## config.mk

```make
export PLATFORM = sky130hd
export DESIGN_NAME = rrb_ctrl
export DESIGN_NICKNAME = d
export VERILOG_FILES = /design/src/rtl/core/rrb_pkg.sv /design/src/rtl/core/rrb_ctrl.sv
export SDC_FILE = /design/constraint.sdc
export NUM_CORES = 1
export LEC_CHECK = 0
export ABC_AREA = 0
export BUFFER_PORTS_ARGS = -buffer_cell sky130_fd_sc_hd__buf_4
export CAP_MARGIN = 20
export CELL_PAD_IN_SITES_DETAIL_PLACEMENT = 1
export CELL_PAD_IN_SITES_GLOBAL_PLACEMENT = 2
export CORE_AREA = 3 3 52 54
export DETAILED_ROUTE_END_ITERATION = 10
export DIE_AREA = 0 0 55 57
export PLACE_DENSITY = 0.79
export SLEW_MARGIN = 10
export SYNTH_ARGS = -nofsm -noshare
export SYNTH_HDL_FRONTEND = slang
export SYNTH_SLANG_ARGS = --single-unit
```

## constraint.sdc

```tcl
create_clock -name clk_i -period 3.4 [get_ports clk_i]
set_input_delay 0.51 -clock clk_i [delete_from_list [all_inputs] [get_ports clk_i]]
set_output_delay 0.51 -clock clk_i [all_outputs]
set_load 0.01 [all_outputs]
```

## src/rtl/core/rrb_pkg.sv

```systemverilog
// rrb_pkg: sizes, command and status codes, controller/datapath command types
// for the record ring buffer; no dependencies
`default_nettype none

package rrb_pkg;

  localparam int BUF_BYTES = 4096;   // power of two, pointers wrap by masking
  localparam int MAX_LINE  = 1024;

  localparam int PTR_W   = $clog2(BUF_BYTES);
  localparam int CNT_W   = $clog2(BUF_BYTES + 1);
  localparam int LEN_CAP = (MAX_LINE > BUF_BYTES - 3) ? BUF_BYTES - 3 : MAX_LINE;
  localparam int LEN_W   = $clog2(LEN_CAP + 4);
  localparam int SPAN_W  = 17;

  localparam logic [2:0] CMD_BEGIN  = 3'd0;
  localparam logic [2:0] CMD_DATA   = 3'd1;
  localparam logic [2:0] CMD_READ   = 3'd2;
  localparam logic [2:0] CMD_CLEAR  = 3'd3;
  localparam logic [2:0] CMD_REWIND = 3'd4;

  localparam logic [1:0] ST_OK    = 2'd0;
  localparam logic [1:0] ST_EMPTY = 2'd1;
  localparam logic [1:0] ST_NONE  = 2'd2;
  localparam logic [1:0] ST_REJ   = 2'd3;

  localparam logic CFG_MIN_LEVEL  = 1'b0;
  localparam logic CFG_CUMULATIVE = 1'b1;

  typedef enum logic [4:0] {
    DP_NOP,
    DP_LATCH,
    DP_REJECT,
    DP_DATA,
    DP_CLEAR,
    DP_REWIND,
    DP_EV_LO,
    DP_EV_DO,
    DP_EV_END,
    DP_HDR0,
    DP_HDR1,
    DP_HDR2,
    DP_RD_NONE,
    DP_RD_LVL,
    DP_RD_LO,
    DP_RD_HDR,
    DP_RD_BYTE,
    DP_PUSH
  } dp_op_e;

  typedef enum logic [2:0] {
    RD_OLD1,
    RD_OLD2,
    RD_WALK,
    RD_WALK1,
    RD_WALK2
  } rd_sel_e;

  typedef struct packed {
    dp_op_e  op;
    rd_sel_e rd_sel;
  } dp_ctl_t;

  typedef struct packed {
    logic [2:0] cmd;
    logic       record_open;
    logic       evict_need;
    logic       walk_in_record;
    logic       walk_done;
    logic       hdr_stop;
    logic       out_free;
  } dp_stat_t;

endpackage

`default_nettype wire

```

## src/rtl/core/rrb_ctrl.sv

```systemverilog
// rrb_ctrl: sequencing state machine of the record ring buffer
// depends on rrb_pkg
`default_nettype none

module rrb_ctrl
  import rrb_pkg::*;
(
  input  logic     clk_i,
  input  logic     rst_ni,
  input  logic     in_valid_i,
  output logic     in_ready_o,
  input  dp_stat_t stat_i,
  output dp_ctl_t  ctl_o
);

  localparam logic [3:0] S_IDLE = 4'd0;
  localparam logic [3:0] S_DISP = 4'd1;
  localparam logic [3:0] S_EVC  = 4'd2;
  localparam logic [3:0] S_EV1  = 4'd3;
  localparam logic [3:0] S_EV2  = 4'd4;
  localparam logic [3:0] S_H0   = 4'd5;
  localparam logic [3:0] S_H1   = 4'd6;
  localparam logic [3:0] S_H2   = 4'd7;
  localparam logic [3:0] S_RDC  = 4'd8;
  localparam logic [3:0] S_R0   = 4'd9;
  localparam logic [3:0] S_R1   = 4'd10;
  localparam logic [3:0] S_R2   = 4'd11;
  localparam logic [3:0] S_RB   = 4'd12;
  localparam logic [3:0] S_RES  = 4'd13;

  logic [3:0] state_q, state_d;

  assign in_ready_o = (state_q == S_IDLE);

  always_comb begin
    state_d      = state_q;
    ctl_o.op     = DP_NOP;
    ctl_o.rd_sel = RD_WALK;
    unique case (state_q)
      S_IDLE: begin
        if (in_valid_i) begin
          ctl_o.op = DP_LATCH;
          state_d  = S_DISP;
        end
      end
      S_DISP: begin
        state_d = S_RES;
        unique case (stat_i.cmd)
          CMD_BEGIN: begin
            if (stat_i.record_open) ctl_o.op = DP_REJECT;
            else state_d = S_EVC;
          end
          CMD_DATA: begin
            ctl_o.op = stat_i.record_open ? DP_DATA : DP_REJECT;
          end
          CMD_READ:   state_d = S_RDC;
          CMD_CLEAR:  ctl_o.op = DP_CLEAR;
          CMD_REWIND: ctl_o.op = DP_REWIND;
          default:    ctl_o.op = DP_REJECT;
        endcase
      end
      S_EVC: begin
        if (stat_i.evict_need) begin
          ctl_o.rd_sel = RD_OLD1;
          state_d      = S_EV1;
        end else begin
          ctl_o.op = DP_EV_END;
          state_d  = S_H0;
        end
      end
      S_EV1: begin
        ctl_o.op     = DP_EV_LO;
        ctl_o.rd_sel = RD_OLD2;
        state_d      = S_EV2;
      end
      S_EV2: begin
        ctl_o.op = DP_EV_DO;
        state_d  = S_EVC;
      end
      S_H0: begin
        ctl_o.op = DP_HDR0;
        state_d  = S_H1;
      end
      S_H1: begin
        ctl_o.op = DP_HDR1;
        state_d  = S_H2;
      end
      S_H2: begin
        ctl_o.op = DP_HDR2;
        state_d  = S_RES;
      end
      S_RDC: begin
        priority if (stat_i.walk_in_record) begin
          state_d = S_RB;
        end else if (stat_i.walk_done) begin
          ctl_o.op = DP_RD_NONE;
          state_d  = S_RES;
        end else begin
          state_d = S_R0;
        end
      end
      S_R0: begin
        ctl_o.op     = DP_RD_LVL;
        ctl_o.rd_sel = RD_WALK1;
        state_d      = S_R1;
      end
      S_R1: begin
        ctl_o.op     = DP_RD_LO;
        ctl_o.rd_sel = RD_WALK2;
        state_d      = S_R2;
      end
      S_R2: begin
        ctl_o.op = DP_RD_HDR;
        state_d  = stat_i.hdr_stop ? S_RES : S_RDC;
      end
      S_RB: begin
        ctl_o.op = DP_RD_BYTE;
        state_d  = S_RES;
      end
      S_RES: begin
        if (stat_i.out_free) begin
          ctl_o.op = DP_PUSH;
          state_d  = S_IDLE;
        end
      end
      default: state_d = S_IDLE;
    endcase
  end

  always_ff @(posedge clk_i or negedge rst_ni) begin
    if (!rst_ni) state_q <= S_IDLE;
    else         state_q <= state_d;
  end

endmodule

`default_nettype wire

```

## Yosys cells after proc, flatten, opt, wreduce, memory -nomap -nowiden

Index checks and enable logic that the tools add are counted.

- Register bits: 4
- Input port bits: 12
- Output and inout bits: 9
- Word-level logic and storage cells: 44

- Eq/ne operators: 19
- Mux-type cells: 20
- Reductions and logical operators: 4

Operators by type and width:

| kind | count |
|---|---|
| $pmux W5 S14 | 1 |
| $pmux W4 S13 | 1 |
| $mux W4 | 7 |
| $eq A4 B4 Y1 const B | 6 |
| $eq A4 B3 Y1 const B | 4 |
| $pmux W3 S5 | 1 |
| $pmux W3 S4 | 1 |
| $mux W3 | 3 |
| $eq A4 B2 Y1 const B | 2 |
| $pmux W4 S2 | 1 |
| $eq A3 B2 Y1 const B | 2 |
| $mux W5 | 1 |
| $eq A4 B1 Y1 const B | 1 |
| $logic_not A4 Y1 | 1 |
| $mux W2 | 2 |
| $ne A2 B2 Y1 const B | 2 |
| $eq A3 B1 Y1 const B | 1 |
| $eq A3 B3 Y1 const B | 1 |
| $logic_not A3 Y1 | 1 |
| $mux W1 | 2 |
| $reduce_and A2 Y1 | 1 |
| $reduce_or A2 Y1 | 1 |

## Logic depth before layout (Yosys ltp)

Gate-level depths: netlist of run 1.

- Depth in word-level cells: 3
- Mapped depth: 5
- Mapped depth without buffers: 4

## Worst setup path after synthesis of run 1

Ideal clock, no wire load.

- Path type: register to output
- From: register state_q[1]
- To: output port ctl_o[3] (netlist name)
- Arrival time: 1329 ps
- Data required time: 2890 ps
- Setup slack: 1561 ps
- Cell stages (with the launch flop): 5
- Path buffers: 1
- Path through: dfrtp_1 buf_6 or3_1 a2bb2oi_1 o311ai_1

RTL lines:

| element | RTL line | source |
|---|---|---|
| from (decl) | rrb_ctrl.sv:31 | `logic [3:0] state_q, state_d;` |
| from (signal assigned) | rrb_ctrl.sv:132 | `else state_q <= state_d;` |
| to (decl) | rrb_ctrl.sv:13 | `output dp_ctl_t ctl_o` |

==> impl_metrics.csv, run 1 <==
group,metric,value,unit
timing,hold_viol,0,
placed_design,io_buffers,20,
clock_tree,numCtsBuffers,3,
die,io_pins,21,
placed_design,dp_hpwl,1240,um
die,die-area,3140,um2
timing,relSlewSlack,0.502,
clock_tree,clkTransAtPathRegs,0.04,ns
timing,min_period,2.42,ns
route,wire_per_inst,13.6,um
yosys,synth_nets,95,
yosys,ys_seq_elements,4,
clock_tree,holdBufCountCts,0,
yosys,yosys_warnings,0,
route,wl_met1,834,um
global_routing,grt_pass1_wl,2870,um
yosys,syn_inst,83,
final_layout,reg_top3,"state_q: 4 flops",
final_layout,diodes,0,
setup_path,worstPathMaxFanout,25,
yosys,async_flop_share,1.00,
yosys,syn_area,599,um2
clock_tree,cts.repair.resized,0,
clock_tree,cts-root-buf,"clkbuf_4",
placed_design,placed_area,736,um2
global_routing,grt_use_total,0.119,
final_layout,largest_register_ff_count,4,
die,die_w,55,um
final_layout,finalNetCount,112,
placed_design,dp.cells,123,
route,wl_met2,817,um
route,routed.top_layer,"met3",
die,die_y,57,um
route,wirelength,1720,um
global_routing,antenna_found_initial,0,
route,initialDrtViolationCount,9,
timing,report.final.slew_viol_count,0,
clock_tree,cts.sinks,4,
min_path,hold_class,"input pin to asynchronous set/reset pin",
setup_path,ff2ff_path_depth,3,
placed_design,gp_congestion,0.764,
setup_path,cp.arrival,1.91,ns
final_layout,area_growth_syn_to_layout,26.5,%
setup_path,reg2reg_slack,1.57,ns
route,antenna_left,0,
final_layout,fin_cells,126,
setup_path,rr_endpoint,"state_q[2]$_DFFE_PN0P_",
setup_path,end_kind,"output port",
clock_tree,cts_setup_buffers,0,
global_routing,grt_pass1_vias,667,
route,viasPerCell,5.32,
timing,clock.fmax,413,MHz
die,start_util,0.266,
final_layout,regMostFlops,"state_q",
timing,finClkSkew,0.00170,ns
route,route.detailed.drc,0,
run,cap_violations,0,
setup_path,worstReg2RegStart,"state_q[3]$_DFFE_PN0P_",
timing,finalSetupViolations,0,
setup_path,crit_type,"register to output port",
setup_path,endpoint,"ctl_o[3]",
power_and_ir_drop,peakVddDrop,0.274,mV
timing,rsz0062_at_grt,"false",
clock_tree,htreeDepth,1,
die,fp-row-count,17,
global_routing,grt_max_degree,26,
status,status,"finished, final reports clean",
clock_tree,clk_latency,0.23,ns
yosys,ys_types,38,
final_layout,stdcell_area,758,um2
route,vias,670,
global_routing,gr-total-overflow,0,
clock_tree,cts_tree,"yes",
power_and_ir_drop,power,726,uW
final_layout,layout-drive-gt1-share,0.286,
yosys,synth-edff-count,0,
setup_path,cp-startpoint,"state_q[2]$_DFFE_PN0P_",
timing,finalCritPeriodShare,0.712,
power_and_ir_drop,p_per_area,957,nW/um2
route,first_pass_iters,4,
timing,tns,0,ns
setup_path,start_kind,"register",
clock_tree,clockBufferDepth,2,
route,route.met3.wl,67,um
power_and_ir_drop,leakage,0.000315,uW
timing,whs,0.0675,ns
die,core_region_area,2250,um2
yosys,ys.flop_type,"dfrtp_1",
yosys,seq_area_frac_synth,0.167,
yosys,synth_area_per_cell,7.22,um2
timing,worst_pin_slew,0.747,ns
setup_path,required,2.89,ns
per-layer routing:
layer,track usage,up-vias
met3,0.0157,0
met4,0.0417,0
met1,0.163,312
met2,0.188,13
met5,0,-
li1,-,345
layout by cell type (no fill, tap or decap), types with 4 or more instances in the layout:
cell	netlist	layout
dfrtp_1	4	4
buf_4	1	20
nor2b_1	4	4
nand2_1	5	5
inv_1	6	6
a21oi_1	10	10
o21ai_0	5	5
nor2_1	4	4
nor3_1	4	4
report_power, final:
group	internal, uW	switching [uW]
Combinational	240	221
Sequential	71.6	138
Clock	39.3	17.3
Total	350	375
final cells by class:
class                   instances  area, um2
flip-flops and latches          4        100
clock buffers                   3       22.5
fillers                       306       1500
inverters                       6       22.5
repair buffers                 20        150
well taps                      28       35.0
multi-input cells              65        428
kinds of logic (layout without fill, tap and decap cells):
logic type             count (synthesis)  after routing  synth area share
AO/OA/AOI/OAI                         34             34             0.403
AND/OR/NAND/NOR                       28             28             0.263
buffers and inverters                 14             29             0.119
flip-flops                             4              4             0.167
multiplexers                           2              2            0.0334
XOR/XNOR                               1              1            0.0146
worst min path at each step:
stage | end | slack (ns) | cells after the start
5_1_grt | state_q[0]$_DFFE_PN0P_ | 0.05 | 1
6_report | state_q[0]$_DFFE_PN0P_ | 0.07 | 1
3_3_place_gp | state_q[0]$_DFFE_PN0P_ | 0.31 | 1
4_1_cts | state_q[0]$_DFFE_PN0P_ | 0.06 | 1
2_1_floorplan | state_q[0]$_DFFE_PN0P_ | 0.21 | 0
3_5_place_dp | state_q[2]$_DFFE_PN0P_ | 0.31 | 1
through the flow:
step           utilization  worst slack [ns]
4_1_cts              0.336             0.980
2_1_floorplan            -              1.56
5_1_grt              0.336             0.833
6_report             0.336             0.979
3_5_place_dp         0.326              1.22
3_3_place_gp         0.326              1.23
synthesized netlist by cell type, types with 2 or more instances:
master    count  area share
or3_1         2       0.021
a21oi_1      10       0.084
o22ai_1       3       0.031
dfrtp_1       4        0.17
inv_1         6       0.038
nor2b_1       4       0.042
mux2i_1       2       0.033
o21ai_0       5       0.042
nor2_1        4       0.025
nand2_1       5       0.031
a221oi_1      2       0.029
nand3_1       2       0.017
a211oi_1      2       0.025
buf_2         5       0.042
nor3_1        4       0.033
worst max-delay path, cell delays in order (launching register included):
cell       delay (ns)
dfrtp_1          0.64
or3_1            0.47
a2bb2oi_1        0.13
o311ai_1         0.26
buf_4            0.17
No activity file was read; power rests on OpenSTA's default activity.
==> run 2: changes to the inputs <==
- ABC_AREA: 0 -> 1
- CORE_AREA: 3 3 52 54 -> 3 3 57 59
- DIE_AREA: 0 0 55 57 -> 0 0 60 62
- PLACE_DENSITY: 0.79 -> 0.74
- clock period: 3.4 -> 2.1 ns (I/O delays scaled with it)
==> impl_metrics.csv, run 2 <==
group,metric,value,unit
clock_tree,clkTransAtPathRegs,0.04,ns
clock_tree,cts.repair.resized,0,
final_layout,largest_register_ff_count,4,
yosys,synthTopCellsByArea,"nand2_1, dfrtp_1, nand3_1",
yosys,syn_area,561,um2
die,start_util,0.203,
die,die_y,62,um
global_routing,top_usage_layer,"met2",
setup_path,required,1.78,ns
route,vias,728,
final_layout,fill_cells,380,
placed_design,gp_congestion,0.796,
clock_tree,htreeDepth,1,
clock_tree,clockBufferDepth,2,
die,die_w,60,um
final_layout,final_util,0.284,
yosys,ys_seq_elements,4,
timing,min_period,1.85,ns
final_layout,layout-drive-gt1-share,0.266,
die,core_region_area,2760,um2
power_and_ir_drop,leakage,0.000442,uW
global_routing,met1_usage,0.147,
yosys,ys_types,17,
min_path,hold_class,"input pin to register",
final_layout,regMostFlops,"state_q",
final_layout,reg_top3,"state_q: 4 flops",
timing,worst_pin_slew,0.353,ns
global_routing,grt_use_total,0.123,
clock_tree,cts.sinks,4,
timing,rsz0062_at_grt,"false",
final_layout,finalNetCount,142,
clock_tree,cts-root-buf,"clkbuf_4",
route,first_pass_iters,4,
yosys,yosysTopAreaCellShare,0.201,
yosys,synth.largest_area_cell,"nand2_1",
final_layout,final_cell_mix,"nand2_1, buf_4, inv_1",
setup_path,crit_type,"register to output port",
yosys,async_flop_share,1.00,
route,wire_per_inst,12.5,um
setup_path,cp.arrival,1.54,ns
yosys,yosys_warnings,0,
yosys,yosys-top-cells-count,"nand2_1, inv_1, nor2_1",
timing,hold_viol,0,
run,cap_violations,0,
timing,finalSetupViolations,0,
yosys,seq_area_frac_synth,0.179,
clock_tree,clk_latency,0.23,ns
final_layout,seqCellArea,100,um2
global_routing,met2_usage,0.213,
placed_design,placed_area,749,um2
timing,tns,0,ns
global_routing,antenna_found_initial,0,
timing,report.final.slew_viol_count,0,
yosys,synth.most_common_cell,"nand2_1",
global_routing,grt_pass1_vias,774,
die,io_pins,21,
timing,finalCritPeriodShare,0.883,
route,route.detailed.drc,0,
die,die-area,3720,um2
route,viasPerCell,4.58,
setup_path,worstPathMaxFanout,6,
power_and_ir_drop,peakVddDrop,0.530,mV
timing,finClkSkew,0.00302,ns
placed_design,io_buffers,20,
timing,clock.fmax,540,MHz
clock_tree,numCtsBuffers,3,
yosys,ys.flop_type,"dfrtp_1",
setup_path,end_kind,"output port",
global_routing,grt_max_degree,7,
power_and_ir_drop,p_per_area,1460,nW/um2
clock_tree,cts_tree,"yes",
placed_design,dp_hpwl,1760,um
global_routing,grt_pass1_wl,3430,um
route,wirelength,1980,um
global_routing,gr-total-overflow,0,
final_layout,diodes,0,
route,initialDrtViolationCount,13,
final_layout,area_growth_syn_to_layout,39.5,%
setup_path,start_kind,"register",
final_layout,layout_commonest_cell,"nand2_1",
timing,relSlewSlack,0.763,
final_layout,multi_input_area,393,um2
yosys,syn_inst,104,
yosys,synth-edff-count,0,
yosys,synth_area_per_cell,5.39,um2
route,antenna_left,0,
global_routing,gr-usage-met3,0.0269,
yosys,synth_nets,116,
die,fp-row-count,19,
final_layout,stdcell_area,782,um2
status,status,"finished, final reports clean",
[run 2: power by group]
part / switching, uW / total, uW / internal, uW
combinational: 511 / 856 / 345
clock: 28.8 / 92.5 / 63.7
sequential: 74.1 / 194 / 120
[run 2: path summary, 6_finish.rpt]
path                                     endpoint  slack, ns                   start  cells after the start
hold reg to reg            state_q[3]$_DFFE_PN0P_       0.74  state_q[3]$_DFFE_PN0P_                      3
max in group asynchronous  state_q[3]$_DFFE_PN0P_       1.58                  rst_ni                      2
hold / removal             state_q[1]$_DFFE_PN0P_       0.34               stat_i[4]                      3
setup reg to reg           state_q[2]$_DFFE_PN0P_       0.75  state_q[1]$_DFFE_PN0P_                      6
min in group asynchronous  state_q[0]$_DFFE_PN0P_       0.42                  rst_ni                      2
setup / recovery                         ctl_o[5]       0.25  state_q[0]$_DFFE_PN0P_                      8
[run 2: what timing repair did]
action                                 in CTS  in global routing
setup endpoints to repair                   0                  0
buffers inserted                            0                  0
endpoints found under the hold margin       4                  0
hold buffers                                1                  0
[run 2: cells by family (layout without fill, tap and decap cells)]
| group | count (synthesis) | count (layout) | synth area share |
|---|---|---|---|
| AOI/OAI and AO/OA | 10 | 10 | 0.0937 |
| buffers and inverters | 18 | 42 | 0.121 |
| DFF | 4 | 4 | 0.179 |
| and+or+nand+nor | 72 | 72 | 0.607 |
[run 2: critical path, stage by stage, from the launching register on]
cell and delay (ns):
dfrtp_1 0.47, nor2_2 0.28, nand2_1 0.11, nor2_2 0.11
nand2_1 0.06, nand2_1 0.05, inv_1 0.05, nand3_1 0.06
buf_4 0.12
[run 2: final cells by class]
class / instances / area share
clock buffer: 3 / 0.0288
inverter: 18 / 0.0864
multi-input combinational: 82 / 0.502
sequential: 4 / 0.128
tap: 31 / 0.0496
timing repair buffer: 21 / 0.205
[run 2: layer usage]
metal	up-vias	part of all wire
li1	378	-
met1	326	0.45
met2	22	0.48
met3	2	0.060
met4	0	0.0096
met5	-	0
[run 2: stage by stage]
| stage | total power (uW) | setup WS (ns) | cells | hold WS (ns) |
|---|---|---|---|---|
| floorplan | 724 | 0.733 | 104 | 0.0194 |
| global placement | 1060 | 0.449 | 155 | 0.113 |
| detailed placement | 1070 | 0.483 | 155 | 0.116 |
| CTS | 1170 | 0.233 | 159 | 0.337 |
| global route | 1280 | 0.0832 | 159 | 0.363 |
| finish | 1140 | 0.247 | 159 | 0.339 |
